==> config.mk <==
export PLATFORM = sky130hd
export DESIGN_NAME = lhagc_sqrt
export DESIGN_NICKNAME = d
export VERILOG_FILES = /design/src/rtl/lhagc_pkg.sv /design/src/rtl/lhagc_sqrt.sv
export SDC_FILE = /design/constraint.sdc
export NUM_CORES = 1
export LEC_CHECK = 0
export BUFFER_PORTS_ARGS = -buffer_cell sky130_fd_sc_hd__buf_2
export CORE_MARGIN = 5
export CORE_UTILIZATION = 45
export DETAILED_ROUTE_END_ITERATION = 10
export GPL_ROUTABILITY_DRIVEN = 0
export PLACE_DENSITY_LB_ADDON = 0.08
export REMOVE_ABC_BUFFERS = 1
export SLEW_MARGIN = 20
export SYNTH_ARGS = -nofsm -noshare
export SYNTH_HDL_FRONTEND = slang
export SYNTH_SLANG_ARGS = --single-unit
==> constraint.sdc <==
create_clock -name clk -period 5 [get_ports clk]
set_clock_uncertainty 0.2 [all_clocks]
set_input_delay 1 -clock clk [delete_from_list [all_inputs] [get_ports clk]]
set_output_delay 1 -clock clk [all_outputs]
set_load 0.02 [all_outputs]
==> src/rtl/lhagc_pkg.sv <==
package lhagc_pkg;

    localparam int RING_LEN = 1024;
    localparam int PTR_W = 10;
    localparam int LOOKAHEAD = 288;
    localparam int FAST_LOOKAHEAD = 96;
    localparam logic [17:0] HANG_SAT = 18'h3FFFF;
    localparam logic [15:0] FAST_ATTACK = 16'd6483;
    localparam logic [15:0] FAST_DECAY = 16'd454;

    localparam logic [2:0] REG_AGC_ON = 3'd0;
    localparam logic [2:0] REG_LIMIT = 3'd1;
    localparam logic [2:0] REG_ATTACK = 3'd2;
    localparam logic [2:0] REG_DECAY = 3'd3;
    localparam logic [2:0] REG_SLOPE = 3'd4;
    localparam logic [2:0] REG_GMAX = 3'd5;
    localparam logic [2:0] REG_GMIN = 3'd6;
    localparam logic [2:0] REG_HANG = 3'd7;

    typedef enum logic [4:0] {
        ST_CLEAR,
        ST_IDLE,
        ST_WRITE,
        ST_SLOW_SQ,
        ST_SLOW_DIV,
        ST_SLOW_SQRT,
        ST_SLOW_UPD,
        ST_SLOW_MUL,
        ST_FAST_RD,
        ST_FAST_SQ,
        ST_FAST_DIV,
        ST_FAST_SQRT,
        ST_FAST_UPD,
        ST_FAST_MUL,
        ST_GAIN,
        ST_OUT_RD,
        ST_SCALE,
        ST_BYPASS,
        ST_SEND
    } state_t;

    typedef struct packed {
        logic start;
        logic [79:0] num;
        logic [47:0] den;
    } div_req_t;

endpackage

==> src/rtl/lhagc_sqrt.sv <==
module lhagc_sqrt (
    input  logic        clk,
    input  logic        rst_n,
    input  logic        start,
    input  logic [63:0] radicand,
    output logic        busy,
    output logic [31:0] root
);
    import lhagc_pkg::*;

    logic [63:0] val_reg;
    logic [33:0] rem_reg;
    logic [31:0] root_reg;
    logic [5:0]  cnt_reg;
    logic [33:0] trial;
    logic [33:0] sub;

    assign busy = (cnt_reg != 6'd0);
    assign root = root_reg;
    assign trial = {rem_reg[31:0], val_reg[63:62]};
    assign sub = {root_reg, 2'b01};

    always_ff @(posedge clk or negedge rst_n)
    begin
        if (!rst_n)
        begin
            cnt_reg <= 6'd0;
        end
        else if (start)
        begin
            cnt_reg <= 6'd32;
        end
        else if (busy)
        begin
            cnt_reg <= cnt_reg - 6'd1;
        end
    end

    always_ff @(posedge clk)
    begin
        if (start)
        begin
            val_reg <= radicand;
            rem_reg <= '0;
            root_reg <= '0;
        end
        else if (busy)
        begin
            val_reg <= {val_reg[61:0], 2'b00};
            if (trial >= sub)
            begin
                rem_reg <= trial - sub;
                root_reg <= {root_reg[30:0], 1'b1};
            end
            else
            begin
                rem_reg <= trial;
                root_reg <= {root_reg[30:0], 1'b0};
            end
        end
    end
endmodule

# ---- Word-level counts from Yosys, hierarchy flattened
# Index checks and enable logic that the tools add are counted.
dict set report word_totals {
  reg_bits 134
  in_bits 67
  out_inout_bits 33
  word_cells 15
}
dict set report classes {
  addsub 2
  n_lt_le_gt_ge 1
  mux 6
  n_reduce_logical 2
}
# operator n
set op_table {}
lappend op_table {{2-to-1 mux 64 bit} 2}
lappend op_table {{>= comparator 34 bit} 1}
lappend op_table {{2-to-1 mux 32 bit} 1}
lappend op_table {{subtractor 32 bit} 1}
lappend op_table {{2-to-1 mux 6 bit} 2}
lappend op_table {{nonzero test 6 bit} 1}
lappend op_table {{subtractor 6 x 1 -> 6 bit (second input constant)} 1}
lappend op_table {{nonzero test 2 bit} 1}
lappend op_table {{2-to-1 mux 1 bit} 1}

# ---- Logic depth before layout (Yosys ltp)
dict set report depth {
  word_depth 3
  ltp_mapped 13
  ltp_nobuf 11
}

# ---- Least setup slack after synthesis
# Ideal clock, no wire load.
dict set report synth_timing {
  path_kind {input -> register}
  start {in start}
  end {reg val_reg[0] (enable)}
  setup_time_ps 418
  arrival_ps 2848
  required_time_ps 4382
  slack_ps 1534
  path_stages 4
  path_buffers 2
  path_cell_list {clkbuf_1 -> nor2_1 -> clkbuf_1 -> inv_1}
}
dict set report synth_between {
  elab_chain_cells 1
}
# element line
set synth_rtl {}
lappend synth_rtl {{start: declaration} lhagc_sqrt.sv:4} ;# input logic start,
lappend synth_rtl {{nonzero test 2 bit (no line)} --}
lappend synth_rtl {{end signal: assignment} lhagc_sqrt.sv:43} ;# val_reg <= radicand;
lappend synth_rtl {{end signal: assignment} lhagc_sqrt.sv:49} ;# val_reg <= {val_reg[61:0], 2'b00};
lappend synth_rtl {{end: declaration} lhagc_sqrt.sv:11} ;# logic [63:0] val_reg;
# No other way between the ends.
# A chain may end at the register's enable or synchronous reset.

# ---- Final worst setup path
dict set report layout_timing {
  start {reg cnt_reg[0]}
  end {out busy}
}
dict set report layout_between {
  elab_chain_cells 1
}
# element line
set layout_rtl {}
lappend layout_rtl {{start: declaration} lhagc_sqrt.sv:14} ;# logic [5:0] cnt_reg;
lappend layout_rtl {{start signal: assignment} lhagc_sqrt.sv:35} ;# cnt_reg <= cnt_reg - 6'd1;
lappend layout_rtl {{nonzero test 6 bit} lhagc_sqrt.sv:18} ;# assign busy = (cnt_reg != 6'd0);
lappend layout_rtl {{end: declaration} lhagc_sqrt.sv:6} ;# output logic busy,
# No other way between the ends.

==> metrics <==
type of element launching the critical path=flip-flop; CP max-delay cell=sky130_fd_sc_hd__buf_4; power density of the placed cells=around 620 nW/um^2; routed via count=approximately 5700; average detailed-routed wire length per instance=15.47 um; via count of the first global-routing pass=around 5700; clock-pin slew reported for the worst setup and hold paths after clock tree synthesis=0.06 ns; average cell area after synthesis=9.729 um^2; Site Rows=46; CP Capture Type=output pin; dominant register cell in the synthesized netlist=sky130_fd_sc_hd__edfxtp_1; highest ir drop seen on vdd=between 0.0003 and 0.0004 V; gr busiest metal=met2; filler cell count=1494; arrival time at the worst endpoint=2.25 ns; worst reg2reg path endpoint=rem_reg[31]; RSZ-0062 raised after global routing=no; Critical Path, Cell by Cell=inv_1 -> ha_1 -> nand2b_1 -> nor4_2 -> inv_2 -> buf_4 -> buf_2; Die Wd=137.3 um; Detailed Routing Iterations Pass 1=5; portion of the clock cycle consumed by the worst path in the final layout=slightly below 70%; startpoint of the most critical register-to-register path=root[22]; met1 Usage GRT=between 20% and 30%; Min Clock Period, post-route=3.446 ns; half-perimeter wire length after detailed placement=about 12 mm; static leakage=0.003504 uW; met2 Track Usage GR=30.27%; Sink Count=134; Gate power share=48.1%; Total Die Area=18860 um^2; flip-flop and latch count after synthesis=134; GRT overflow=0; type of the most critical hold path=in2async; transition at the pin with the smallest max-transition slack=0.8744 ns; grt met3 use=5.917%; number of pins exceeding their max-slew limit in the final report=0; number of flip-flops under the largest register name=64; CTS root buffer=sky130_fd_sc_hd__clkbuf_16; count of endpoints failing setup in the final report=0; worst slack on hold paths=0.1990 ns; gate count of the mapped netlist=750; count of flip-flops with a built-in enable after synthesis=64; initial cell density of the core=45.94%; total CTS buffers=17; Core Region=15890 um^2; number of distinct library cells after synthesis=63; proportion of synthesized chip area in sequential cells=45.95%; depth of the worst register-to-register path=10; Detailed Route WL=around 17 mm; yosys warns=0; Maximum Capacitance Violations=0; internal power contribution=between 3000 and 4000 uW; post-layout net count=942; critical path's largest stage delay=between 0.5 and 0.6 ns; post-route DRC violation count=0; part of the power in the clock network=22.4%; net switching share of the total power=40.72%; Async SR Flop Fraction=4.478%; antenna violations before repair=0; final count of hold timing violations=0; type of the setup path with the least slack=reg2out; count of buffers inserted at the top-level ports=99; wire length of the first global-routing pass=between 20 and 30 mm; count of hold buffers inserted by post-cts repair=0; data required time of the worst path=around 3.8 ns; DIE HEIGHT=137.3 um; post-CTS setup buffer count=0; maximum number of pins on one net before global-route repair=61; area growth from synthesis to layout=16.77%; fraction of layout cells with a size suffix above 1=25.79%; switching power summed over all nets=2168 uW; post-route setup TNS=0 ns; total track usage=18.38%; outcome=finished, final reports clean; CTS tree=built; netlist area before placement=7297 um^2; fin cells=around 1100; number of vias per cell after detailed routing=5.368; R2R setup slack=1.71 ns; portion of total power attributed to sequential cells=29.5%; htree depth=4; Inst Count DP=1037; clock latency on the worst-skew pair=0.43 ns; Highest Clock Rate=0.2902 GHz; top-level port count=100; maximum root-to-sink buffer count=2; Antenna Diode Count=0; headroom to the max-slew limit=41.70%; Antenna Violating Nets Remaining=0; critical path fanouts, max=just under 60; drt initial violations=354; CTS-repair resized insts=0
## cells in the mapped netlist, drive strengths merged (8+ instances only)
cell type	instances	share of area [%]
nand2	114	5.9
a21oi	76	5.3
dfxtp	64	18
edfxtp	64	26
mux2	62	9.6
inv	51	2.6
nor2	43	2.2
o21ai	41	2.9
ha	35	6.0
clkbuf	22	1.1
xnor2	15	1.8
buf	12	1.1
xor2	12	1.4
a21o	10	1.0
and3	10	0.87
nand3	9	0.62
o21bai	9	0.93
or3	8	0.82
## power by group through the flow
stage | Clock (uW) | Sequential (uW) | Combinational, uW
final | 1190 | 1570 | 2560
after CTS | 1220 | 1570 | 2560
after floorplan | 0 | 1560 | 1970
after global routing | 1270 | 1600 | 2870
after global placement | 0 | 1580 | 2500
after detailed placement | 0 | 1590 | 2550
## worst max-delay path by stage
| stage | start | endpoint | slack, ns | cells after the start |
|---|---|---|---|---|
| 2_1_floorplan | cnt_reg[0] | val_reg[0] | -4.01 | 7 |
| 3_3_place_gp | root[22] | rem_reg[30] | 1.81 | 9 |
| 3_5_place_dp | root[22] | rem_reg[31] | 1.75 | 10 |
| 4_1_cts | cnt_reg[0] | busy | 1.51 | 7 |
| 5_1_grt | root[11] | rem_reg[23] | 1.42 | 11 |
| 6_report | cnt_reg[0] | busy | 1.55 | 7 |
## cells in the final DEF (no fill, tap or decap), types with 7 or more instances in the layout
master / n
sky130_fd_sc_hd__a21o_1: 10
sky130_fd_sc_hd__a21oi_1: 75
sky130_fd_sc_hd__a22o_1: 7
sky130_fd_sc_hd__and3_1: 9
sky130_fd_sc_hd__buf_2: 98
sky130_fd_sc_hd__buf_4: 7
sky130_fd_sc_hd__clkbuf_16: 17
sky130_fd_sc_hd__dfxtp_1: 64
sky130_fd_sc_hd__edfxtp_1: 64
sky130_fd_sc_hd__ha_1: 35
sky130_fd_sc_hd__inv_1: 49
sky130_fd_sc_hd__mux2_2: 62
sky130_fd_sc_hd__nand2_1: 114
sky130_fd_sc_hd__nand3_1: 9
sky130_fd_sc_hd__nor2_1: 43
sky130_fd_sc_hd__o21ai_0: 31
sky130_fd_sc_hd__o21ai_1: 8
sky130_fd_sc_hd__o21bai_1: 9
sky130_fd_sc_hd__xnor2_1: 15
sky130_fd_sc_hd__xor2_1: 12
## per-layer routing
layer,wire (um),up-vias,part of all wire (%)
met5,0,-,0
met4,181,0,1.1
met3,1076,12,6.5
met2,7799,136,47
met1,7476,2736,45
li1,-,2854,-
## worst max-delay path: cells and delay by family (launching register included)
kind | cells | cell delay, ns
adders and majority gates | 1 | 0.21
DFF | 1 | 0.34
buffers and inverters | 4 | 1.01
and+or+nand+nor | 2 | 0.26
## final cells by class
| cell class | instances | area, um^2 | area share, % |
|---|---|---|---|
| well taps | 216 | 270.3 | 3.172 |
| flip-flops and latches | 134 | 3353 | 39.35 |
| multi-input cells | 531 | 3597 | 42.22 |
| repair buffers | 105 | 543.0 | 6.373 |
| clock buffers | 17 | 425.4 | 4.993 |
| inverters | 51 | 191.4 | 2.247 |
| clock inverters | 15 | 140.1 | 1.645 |
## logic make-up after synthesis
logic type | share of synthesized area (%)
AOI/OAI and AO/OA | 16.77
DFF | 45.95
buffers and inverters | 4.835
muxes | 9.979
and+or+nand+nor | 13.22
adders and majority gates | 6.001
xor gates and xnor gates | 3.241
## metrics by stage
step | util (%) | worst slack [ns] | area (um^2) | power [uW]
after global routing | 53.64 | 1.418 | 8521 | 5744
after CTS | 53.64 | 1.512 | 8521 | 5360
final | 53.64 | 1.554 | 8521 | 5324
after global placement | 50.08 | 1.813 | 7955 | 4086
after detailed placement | 50.08 | 1.748 | 7955 | 4138
after floorplan | - | -4.014 | 7136 | 3528
(Power assumes the default switching activity.)
