[config.mk]
export PLATFORM = sky130hd
export DESIGN_NAME = lhagc_div
export DESIGN_NICKNAME = d
export VERILOG_FILES = /design/src/rtl/lhagc_pkg.sv /design/src/rtl/lhagc_div.sv
export SDC_FILE = /design/constraint.sdc
export NUM_CORES = 1
export LEC_CHECK = 0
export BUFFER_PORTS_ARGS = -buffer_cell sky130_fd_sc_hd__buf_2
export CORE_MARGIN = 8
export CORE_UTILIZATION = 35
export DETAILED_ROUTE_END_ITERATION = 8
export PLACE_DENSITY = 0.66
export SETUP_SLACK_MARGIN = 0.02
export SKIP_LAST_GASP = 1
export SYNTH_ARGS = -nofsm -noshare
export SYNTH_HDL_FRONTEND = slang
export SYNTH_SLANG_ARGS = --single-unit
[constraint.sdc]
create_clock -name clk -period 5.1 [get_ports clk]
set_clock_uncertainty 0.05 [all_clocks]
set_input_delay 0.255 -clock clk [delete_from_list [all_inputs] [get_ports clk]]
set_output_delay 0.255 -clock clk [all_outputs]
set_load 0.005 [all_outputs]
[src/rtl/lhagc_pkg.sv]
package lhagc_pkg;

    localparam int RING_LEN = 1024;
    localparam int PTR_W = 10;
    localparam int LOOKAHEAD = 288;
    localparam int FAST_LOOKAHEAD = 96;
    localparam logic [17:0] HANG_SAT = 18'h3FFFF;
    localparam logic [15:0] FAST_ATTACK = 16'd6483;
    localparam logic [15:0] FAST_DECAY = 16'd454;

    localparam logic [2:0] REG_AGC_ON = 3'd0;
    localparam logic [2:0] REG_LIMIT = 3'd1;
    localparam logic [2:0] REG_ATTACK = 3'd2;
    localparam logic [2:0] REG_DECAY = 3'd3;
    localparam logic [2:0] REG_SLOPE = 3'd4;
    localparam logic [2:0] REG_GMAX = 3'd5;
    localparam logic [2:0] REG_GMIN = 3'd6;
    localparam logic [2:0] REG_HANG = 3'd7;

    typedef enum logic [4:0] {
        ST_CLEAR,
        ST_IDLE,
        ST_WRITE,
        ST_SLOW_SQ,
        ST_SLOW_DIV,
        ST_SLOW_SQRT,
        ST_SLOW_UPD,
        ST_SLOW_MUL,
        ST_FAST_RD,
        ST_FAST_SQ,
        ST_FAST_DIV,
        ST_FAST_SQRT,
        ST_FAST_UPD,
        ST_FAST_MUL,
        ST_GAIN,
        ST_OUT_RD,
        ST_SCALE,
        ST_BYPASS,
        ST_SEND
    } state_t;

    typedef struct packed {
        logic start;
        logic [79:0] num;
        logic [47:0] den;
    } div_req_t;

endpackage

[src/rtl/lhagc_div.sv]
module lhagc_div (
    input  logic              clk,
    input  logic              rst_n,
    input  lhagc_pkg::div_req_t req,
    output logic              busy,
    output logic [63:0]       quot
);
    import lhagc_pkg::*;

    logic [79:0] num_reg;
    logic [80:0] rem_reg;
    logic [47:0] den_reg;
    logic [6:0]  cnt_reg;
    logic [80:0] trial;

    assign trial = {rem_reg[79:0], num_reg[79]};
    assign busy = (cnt_reg != 7'd0);
    assign quot = num_reg[63:0];

    always_ff @(posedge clk or negedge rst_n)
    begin
        if (!rst_n)
        begin
            cnt_reg <= 7'd0;
        end
        else if (req.start)
        begin
            cnt_reg <= 7'd80;
        end
        else if (busy)
        begin
            cnt_reg <= cnt_reg - 7'd1;
        end
    end

    always_ff @(posedge clk)
    begin
        if (req.start)
        begin
            num_reg <= req.num;
            den_reg <= req.den;
            rem_reg <= '0;
        end
        else if (busy)
        begin
            if (trial >= {33'd0, den_reg})
            begin
                rem_reg <= trial - {33'd0, den_reg};
                num_reg <= {num_reg[78:0], 1'b1};
            end
            else
            begin
                rem_reg <= trial;
                num_reg <= {num_reg[78:0], 1'b0};
            end
        end
    end
endmodule

Yosys cells after proc, flatten, opt, wreduce, memory -nomap -nowiden
Index checks and enable logic that the tools add are counted.

Output and inout port bits: 65. Register bits: 215. Word-level logic and storage cells: 15.

Magnitude comparators: 1. Mux-type cells: 6. Reductions and logical operators: 2. Add/sub/neg operators: 2.

Operators with widths (count): $mux W80 (3); $ge A81 B48 Y1 (1); $sub A80 B48 Y80 (1); $mux W7 (2); $reduce_bool A7 Y1 (1); $sub A7 B1 Y7 const B (1); $reduce_bool A2 Y1 (1); $mux W1 (1).

Longest topological paths before layout
Gate-level depths: netlist of the first run.

Word-level depth: 4. Depth in mapped cells: 16.

Worst setup path after synthesis of the first run
OpenSTA, ideal clock, no wires.

Kind: reg2reg. Start: reg cnt_reg[0]. End: reg num_reg[0], enable pin. Library setup time: 608 ps. Arrival time: 2952 ps. Slack: 1490 ps. Stages on the path, launching flop included: 11. Period minus slack after synthesis: 3610 ps. Cell sequence: dfrtp_1 inv_1 ha_1 nand2b_1 or4_1 nor2_1 inv_2 nor2_1 clkbuf_1 clkbuf_1 inv_1.

Cells in the longest elaborated chain, start to end: 2.

RTL lines: start, declared (line lhagc_div.sv:13) `logic [6:0] cnt_reg;`; start signal, assigned (line lhagc_div.sv:32) `cnt_reg <= cnt_reg - 7'd1;`; $reduce_bool A7 Y1 (line lhagc_div.sv:17) `assign busy = (cnt_reg != 7'd0);`; $reduce_bool A2 Y1 (no source line); end signal, assigned (line lhagc_div.sv:40) `num_reg <= req.num;`; end signal, assigned (line lhagc_div.sv:49) `num_reg <= {num_reg[78:0], 1'b1};`; end signal, assigned (line lhagc_div.sv:54) `num_reg <= {num_reg[78:0], 1'b0};`; end, declared (line lhagc_div.sv:10) `logic [79:0] num_reg;`.

No other way between the ends. A chain may end at the register's enable or synchronous reset.

Final worst setup path of the first run
Start: reg den_reg[4]. End: reg rem_reg[16].

Cells in the longest elaborated chain, start to end: 2.

RTL lines: start, declared (line lhagc_div.sv:12) `logic [47:0] den_reg;`; start signal, assigned (line lhagc_div.sv:41) `den_reg <= req.den;`; $sub A80 B48 Y80 or $ge A81 B48 Y1 (tied branches) (line lhagc_div.sv:48, lhagc_div.sv:46); $mux W80 * (line lhagc_div.sv:46) `if (trial >= {33'd0, den_reg})`; end signal, assigned (line lhagc_div.sv:48) `rem_reg <= trial - {33'd0, den_reg};`; end signal, assigned (line lhagc_div.sv:53) `rem_reg <= trial;`; end, declared (line lhagc_div.sv:11) `logic [80:0] rem_reg;`.

Every way passes the cells marked *; elsewhere a longest branch is shown, timed or not.

==> results.yml, run 1 <==
flow_run:
  cap_violations: 0
final_layout:
  fin_nets: 1727
  seqCellArea_um2: 5620
  diodes: 0
  syn_to_final_growth_pct: 23.3
  drive_gt1_frac: 0.229
  postLayoutCellArea_um2: 15800
  final.fill_count: 3396
  multiInputGateArea_um2: 6130
placed_design:
  hpwl_um: 23200
  place_area_um2: 13700
  port_buffers: 195
  preCtsSetupSlack_ns: 1.18
  gp_congestion: 0.889
power:
  total_power_mw: 7.80
  clockPowerShare: 0.235
  p_sw_frac: 0.387
  p_switching_mw: 3.02
  p_int_mw: 4.79
  p_leak_nw: 6.63
  p_per_area_nw_per_um2: 494
  p_comb_frac: 0.439
  p_seq_frac: 0.326
  ir_drop_uv: 295
yosys:
  synthesis.area_um2: 12800
  seq_area_frac_synth: 0.439
  synth-main-ff-cell: "edfxtp_1"
  ys_async_sr_fraction: 0.0326
  syn_avg_cell_area_um2: 9.68
  synth-seq-cells: 215
  synth_edf_count: 128
  synth_warnings: 0
  synth_cell_types: 87
  synth_nets: 1505
  synthCells: 1324
global_routing:
  overflow: 0
  grt_max_degree: 81
  antenna_found_initial: 0
  grt_pass1_vias: 10800
  gr-usage-all-layers: 0.157
  grt_pass1_wl_um: 57200
critical_path:
  critPathKind: "reg -> reg"
  ff2ff_setup_slack_ns: 1.14
  critPathMaxStageDelay_ns: 0.99
  worst_r2r_path_depth: 12
  worstSetupStartpointType: "flip-flop"
  crit_required_ns: 5.51
  crit_start: "den_reg[4]"
  cp_max_fo: 45
  crit_path_top_delay_cell: "nor2_4"
  reg2reg_from: "den_reg[4]"
  cp_cell_sequence: "inv_1, ha_1, a21oi_2, nand2_1, o2111ai_1, o211ai_2, o2111a_1, nand3_1, nand2_2, nor2_4, nand2_1, a311oi_1"
  crit_path_frequent_cell: "nand2_1"
  end_kind: "flip-flop"
  rr_endpoint: "rem_reg[16]"
  critical_path_arrival_ns: 4.37
timing:
  period_share: 0.777
  rsz0062_at_grt: "no"
  post-route-min-period_ns: 3.96
  worst_slack_ns: 1.14
  holdWs_ns: 0.0451
  relSlewSlack: 0.231
  max_freq_mhz: 252
  report.final.slew_viol_count: 0
  finalSetupViolCount: 0
  report.final.hold_viol_count: 0
  tns_ns: 0
  worstMarginPinSlew_ns: 1.15
detailed_routing:
  drc_errors: 0
  routedWlPerCell_um: 17.0
  drt_iter0_drc: 639
  firstDrtPassIters: 6
  vias: 10700
  drt-total-wl_um: 34500
  postRouteAntennaNets: 0
  routed_via_density: 5.26
clock_tree:
  post_cts.repair.setup_buffers: 0
  cts_buffers: 25
  cts_tree: "built"
  insertion_delay_ns: 0.56
  ctsLongestPathBuffers: 3
  root_buffer: "clkbuf_16"
  htree_levels: 1
  clkSlewWorstSetupHoldPaths_ns: 0.06
  numClockSinks: 215
floorplanning:
  core_um2: 36300
  row_count: 70
  die_area_um2: 43000
  initial_core_util: 0.353
  die_height_um: 207
  die-width_um: 207
  boundaryPins: 196
min_path:
  min_path_type: "in -> async"
outcome:
  outcome: "completed"
==> synth_stat cells, types with 8 or more instances <==
library cell / instances / area share
nand2_1: 139 / 0.041
edfxtp_1: 128 / 0.30
nor2_1: 107 / 0.031
dfxtp_1: 80 / 0.12
mux2_2: 80 / 0.070
inv_1: 70 / 0.021
a21oi_1: 66 / 0.026
buf_4: 66 / 0.039
o21ai_0: 59 / 0.023
ha_1: 49 / 0.048
clkbuf_1: 47 / 0.014
xnor2_1: 41 / 0.028
a311oi_1: 37 / 0.025
nand3_1: 29 / 0.011
nor3_1: 25 / 0.0098
nand4_1: 23 / 0.011
buf_2: 22 / 0.0086
nor4_1: 21 / 0.010
a21o_1: 20 / 0.012
xor2_1: 16 / 0.011
or3_1: 13 / 0.0063
a211oi_1: 12 / 0.0070
nand2b_1: 12 / 0.0059
o211ai_1: 10 / 0.0059
mux2i_1: 9 / 0.0070
a31oi_1: 8 / 0.0039
a32oi_1: 8 / 0.0055
nor2b_1: 8 / 0.0039
==> final cells by class <==
class | instances | share of cell area
clock buffers | 34 | 0.0450
clock inverters | 12 | 0.00800
inverters | 71 | 0.0169
multi-input cells | 900 | 0.388
flip-flops and latches | 215 | 0.356
well taps | 468 | 0.0371
repair buffers | 333 | 0.149
==> power by group through the flow <==
stage	Clock, mW	Sequential [mW]	Combinational [mW]
6_report	1.84	2.54	3.43
3_3_place_gp	0	2.55	3.26
3_5_place_dp	0	2.57	3.29
2_1_floorplan	0	2.46	2.70
5_1_grt	1.95	2.59	3.83
4_1_cts	1.89	2.54	3.40
==> placed cells by master (no fill, tap or decap), drive strengths merged, types with 7 or more instances in the layout <==
cell type    Yosys  layout
buf             91     204
nand2          140     140
dlygate4sd3      0     129
edfxtp         128     128
nor2           109     109
mux2            80      80
dfxtp           80      80
inv             71      71
a21oi           68      68
o21ai           63      63
ha              49      49
xnor2           41      41
a311oi          40      40
clkbuf          47      34
nand3           29      29
nor3            29      29
nand4           23      23
nor4            21      21
a21o            20      20
or3             17      17
xor2            16      16
a211oi          13      13
nand2b          12      12
o211ai          11      11
mux2i            9       9
clkinv           0       9
and3             9       9
nor2b            8       8
a31oi            8       8
a32oi            8       8
o21bai           7       7
dfrtp            7       7
or4              7       7
==> layer usage <==
metal  vias up  share of wire  global-route usage  wire length [um]
li1       5216              -                   -                 -
met1      5096           0.43               0.199             14900
met2       310           0.49               0.267             16800
met3        72          0.049              0.0242              1690
met4         0          0.032              0.0569              1110
met5         -              0                   0                 0
==> logic make-up after synthesis <==
| kind of cell | synth area share |
|---|---|
| and+or+nand+nor | 0.165 |
| AOI/OAI and AO/OA | 0.148 |
| DFF | 0.439 |
| buffers and inverters | 0.0833 |
| muxes | 0.0773 |
| xor gates and xnor gates | 0.0390 |
| adders and majority gates | 0.0494 |
==> timing repair <==
item,in CTS,in global routing
hold buffers,129,0
endpoints found under the setup margin,0,0
resized for setup,0,0
endpoints found under the hold margin,135,0
==> through the flow <==
step,std cells,utilization
after global routing,2033,0.435
after detailed placement,1858,0.376
final,2033,0.435
after CTS,2033,0.435
after floorplan,1324,-
after global placement,1858,0.376
==> critical path: cells and delay by family (launching register included) <==
family | cells | cell delay (ns)
AOI/OAI and AO/OA | 5 | 1.33
buffers and inverters | 1 | 0.08
DFF | 1 | 0.37
and+or+nand+nor | 5 | 1.74
adders and majority gates | 1 | 0.29
==> worst max path at each step <==
stage	endpoint	slack, ns
floorplan	num_reg[0]	1.49
global placement	rem_reg[16]	1.30
detailed placement	rem_reg[37]	1.18
CTS	rem_reg[16]	1.15
global route	rem_reg[34]	0.79
finish	rem_reg[16]	1.14
(Power assumes the default switching activity.)
==> run 2: changes to the inputs <==
--- a/config.mk
+++ b/config.mk
@@ -5,11 +5,12 @@
 export SDC_FILE = /design/constraint.sdc
 export NUM_CORES = 1
 export LEC_CHECK = 0
+export ABC_AREA = 1
 export BUFFER_PORTS_ARGS = -buffer_cell sky130_fd_sc_hd__buf_2
 export CORE_MARGIN = 8
 export CORE_UTILIZATION = 35
 export DETAILED_ROUTE_END_ITERATION = 8
-export PLACE_DENSITY = 0.66
+export PLACE_DENSITY = 0.67
 export SETUP_SLACK_MARGIN = 0.02
 export SKIP_LAST_GASP = 1
 export SYNTH_ARGS = -nofsm -noshare
==> constraint.sdc (replaced) <==
create_clock -name clk -period 3.6 [get_ports clk]
set_clock_uncertainty 0.05 [all_clocks]
set_input_delay 0.18 -clock clk [delete_from_list [all_inputs] [get_ports clk]]
set_output_delay 0.18 -clock clk [all_outputs]
set_load 0.005 [all_outputs]
==> results.yml, run 2 <==
power:
  p_per_area_nw_per_um2: 767
  p_leak_nw: 9.36
  p_seq_frac: 0.268
  p_int_mw: 7.18
  ir_drop_uv: 389
  clockPowerShare: 0.186
  p_comb_frac: 0.547
  p_sw_frac: 0.489
  p_switching_mw: 6.89
critical_path:
  rr_endpoint: "rem_reg[34]"
  cp_max_fo: 23
  critPathCapture: "rem_reg[34]"
  worst_r2r_path_depth: 13
  ff2ff_setup_slack_ns: 0.51
  crit_start: "den_reg[26]"
  crit_path_top_delay_cell: "ha_1"
  critical_path_arrival_ns: 3.51
  reg2reg_from: "den_reg[26]"
  critPathMaxStageDelay_ns: 0.46
  worstSetupStartpointType: "flip-flop"
  critPathKind: "reg -> reg"
  crit_required_ns: 4.02
  cp_cell_sequence: "inv_1, ha_1, nand2_1, nor2_1, inv_2, nor2_2, nand3b_1, nor2_2, a21oi_4, nand3_4, buf_4, o21ai_0, o21ai_0"
  end_kind: "flip-flop"
timing:
  report.final.hold_viol_count: 0
  relSlewSlack: 0.392
  max_freq_mhz: 324
  report.final.slew_viol_count: 0
  finalSetupViolCount: 0
  period_share: 0.858
  tns_ns: 0
  rsz0062_at_grt: "no"
  post-route-min-period_ns: 3.09
  worstMarginPinSlew_ns: 0.912
  worst_slack_ns: 0.510
detailed_routing:
  firstDrtPassIters: 5
  vias: 15100
  routed_via_density: 4.90
  drc_errors: 0
  drt-total-wl_um: 55700
  drt_iter0_drc: 1178
  postRouteAntennaNets: 0
  routedWlPerCell_um: 18.0
placed_design:
  gp_congestion: 1.02
  place_inst: 2910
  hpwl_um: 42600
  preCtsSetupSlack_ns: 0.553
  port_buffers: 195
yosys:
  ys_async_sr_fraction: 0.0326
  synth_nets: 2448
  synth_warnings: 0
  yosys.area.top_type: "edfxtp_1"
  synth-seq-cells: 215
  synthesis.area_um2: 15100
  synth-main-ff-cell: "edfxtp_1"
  yosysMostFrequentCell: "nand2_1"
  synthCells: 2267
  ys_top_cells_by_area: "edfxtp_1 25%, nand2_1 25%, dfxtp_1 11%"
  synth_common_cells: "986 x nand2_1, 309 x inv_1, 191 x nor2_1"
  seq_area_frac_synth: 0.372
  synth_cell_types: 44
  synth_edf_count: 128
  syn_avg_cell_area_um2: 6.66
  synth_top_area_frac: 0.255
floorplanning:
  die_area_um2: 50000
  core_um2: 42800
  die-width_um: 224
  initial_core_util: 0.353
  row_count: 76
  die_height_um: 224
  boundaryPins: 196
min_path:
  hold_start: "req[128]"
  min_path_type: "in -> reg"
flow_run:
  cap_violations: 0
global_routing:
  overflow: 0
  grt_pass1_vias: 15300
  gr-usage-all-layers: 0.218
  grt_pass1_wl_um: 86400
  grt_max_degree: 87
  antenna_found_initial: 1
clock_tree:
  cts_tree: "built"
  cts_buffers: 27
  insertion_delay_ns: 0.55
  ctsLongestPathBuffers: 3
  htree_levels: 1
  root_buffer: "clkbuf_16"
  clkSlewWorstSetupHoldPaths_ns: 0.06
  numClockSinks: 215
final_layout:
  fin_nets: 2704
  final_common_cell: "nand2_1"
  mostFrequentLayoutCells: "986 x nand2_1, 308 x inv_1, 194 x buf_2"
  drive_gt1_frac: 0.125
  fin_cells: 3089
  syn_to_final_growth_pct: 21.5
outcome:
  outcome: "completed"
==> run 2: cell count changes in the layout (fill, tap and decap cells not counted), moves of 19 or more <==
cell / delta
nand3_1: +61
inv_1: +239
o211ai_2: +22
a311oi_1: -37
mux2_2: -80
a21o_1: -19
nand2_1: +847
nor2_1: +84
==> run 2: stage by stage <==
stage | utilization | power [mW] | hold slack [ns] | area, um2
global placement | 0.379 | 11.2 | -0.0299 | 16200
finish | 0.429 | 14.1 | 0.165 | 18300
CTS | 0.429 | 14.1 | 0.150 | 18300
detailed placement | 0.379 | 11.3 | -0.0291 | 16200
global route | 0.429 | 15.2 | 0.182 | 18300
floorplan | - | 8.91 | -0.166 | 15100
==> run 2: per-layer routing <==
layer	share of wire	global-route usage	up-vias	wire length (um)
li1	-	-	7512	-
met1	0.44	0.289	6920	24800
met2	0.44	0.352	604	24700
met3	0.081	0.0473	96	4540
met4	0.031	0.0673	0	1740
met5	0	0	-	0
==> run 2: cell type report <==
| class | count | area (um2) |
|---|---|---|
| multi-input combinational | 1616 | 7540 |
| clock inverter | 13 | 103 |
| tap | 546 | 683 |
| fill | 4373 | 24400 |
| inverter | 323 | 1210 |
| timing repair buffer | 340 | 2450 |
| antenna | 1 | 2.50 |
| sequential | 215 | 5620 |
| clock buffer | 35 | 736 |
==> run 2: worst min-delay path by stage <==
stage / end / slack, ns / depth (start not counted)
global route: den_reg[21] / 0.18 / 1
floorplan: cnt_reg[0] / -0.17 / 0
detailed placement: cnt_reg[6] / -0.03 / 1
finish: den_reg[25] / 0.16 / 1
CTS: den_reg[25] / 0.15 / 1
global placement: cnt_reg[4] / -0.03 / 1
==> run 2: kinds of logic after synthesis <==
group / after synthesis / synth area share
adder cells (fa/ha/maj): 50 / 0.0419
AND/OR/NAND/NOR: 1359 / 0.364
buffers and inverters: 436 / 0.130
AO/OA/AOI/OAI: 172 / 0.0718
flip-flops: 215 / 0.372
XOR/XNOR: 35 / 0.0203
==> run 2: critical path, delay by kind of cell, from the launching register on <==
kind | cells | cell delay (ns)
compound gates | 3 | 0.43
fa+ha+maj | 1 | 0.46
buf+inv | 3 | 0.45
flops | 1 | 0.33
simple gates | 6 | 1.26
==> run 2: timing repair <==
item	in CTS	in global routing
resized for setup	0	0
setup buffers	0	0
hold buffers	130	0
endpoints found under the hold margin	135	0
==> run 2: power by group through the flow <==
stage / clock network [mW] / logic (mW) / registers (mW)
global placement: 0 / 7.44 / 3.78
CTS: 2.69 / 7.61 / 3.75
finish: 2.62 / 7.69 / 3.76
floorplan: 0 / 5.37 / 3.54
global route: 2.78 / 8.57 / 3.82
detailed placement: 0 / 7.47 / 3.79
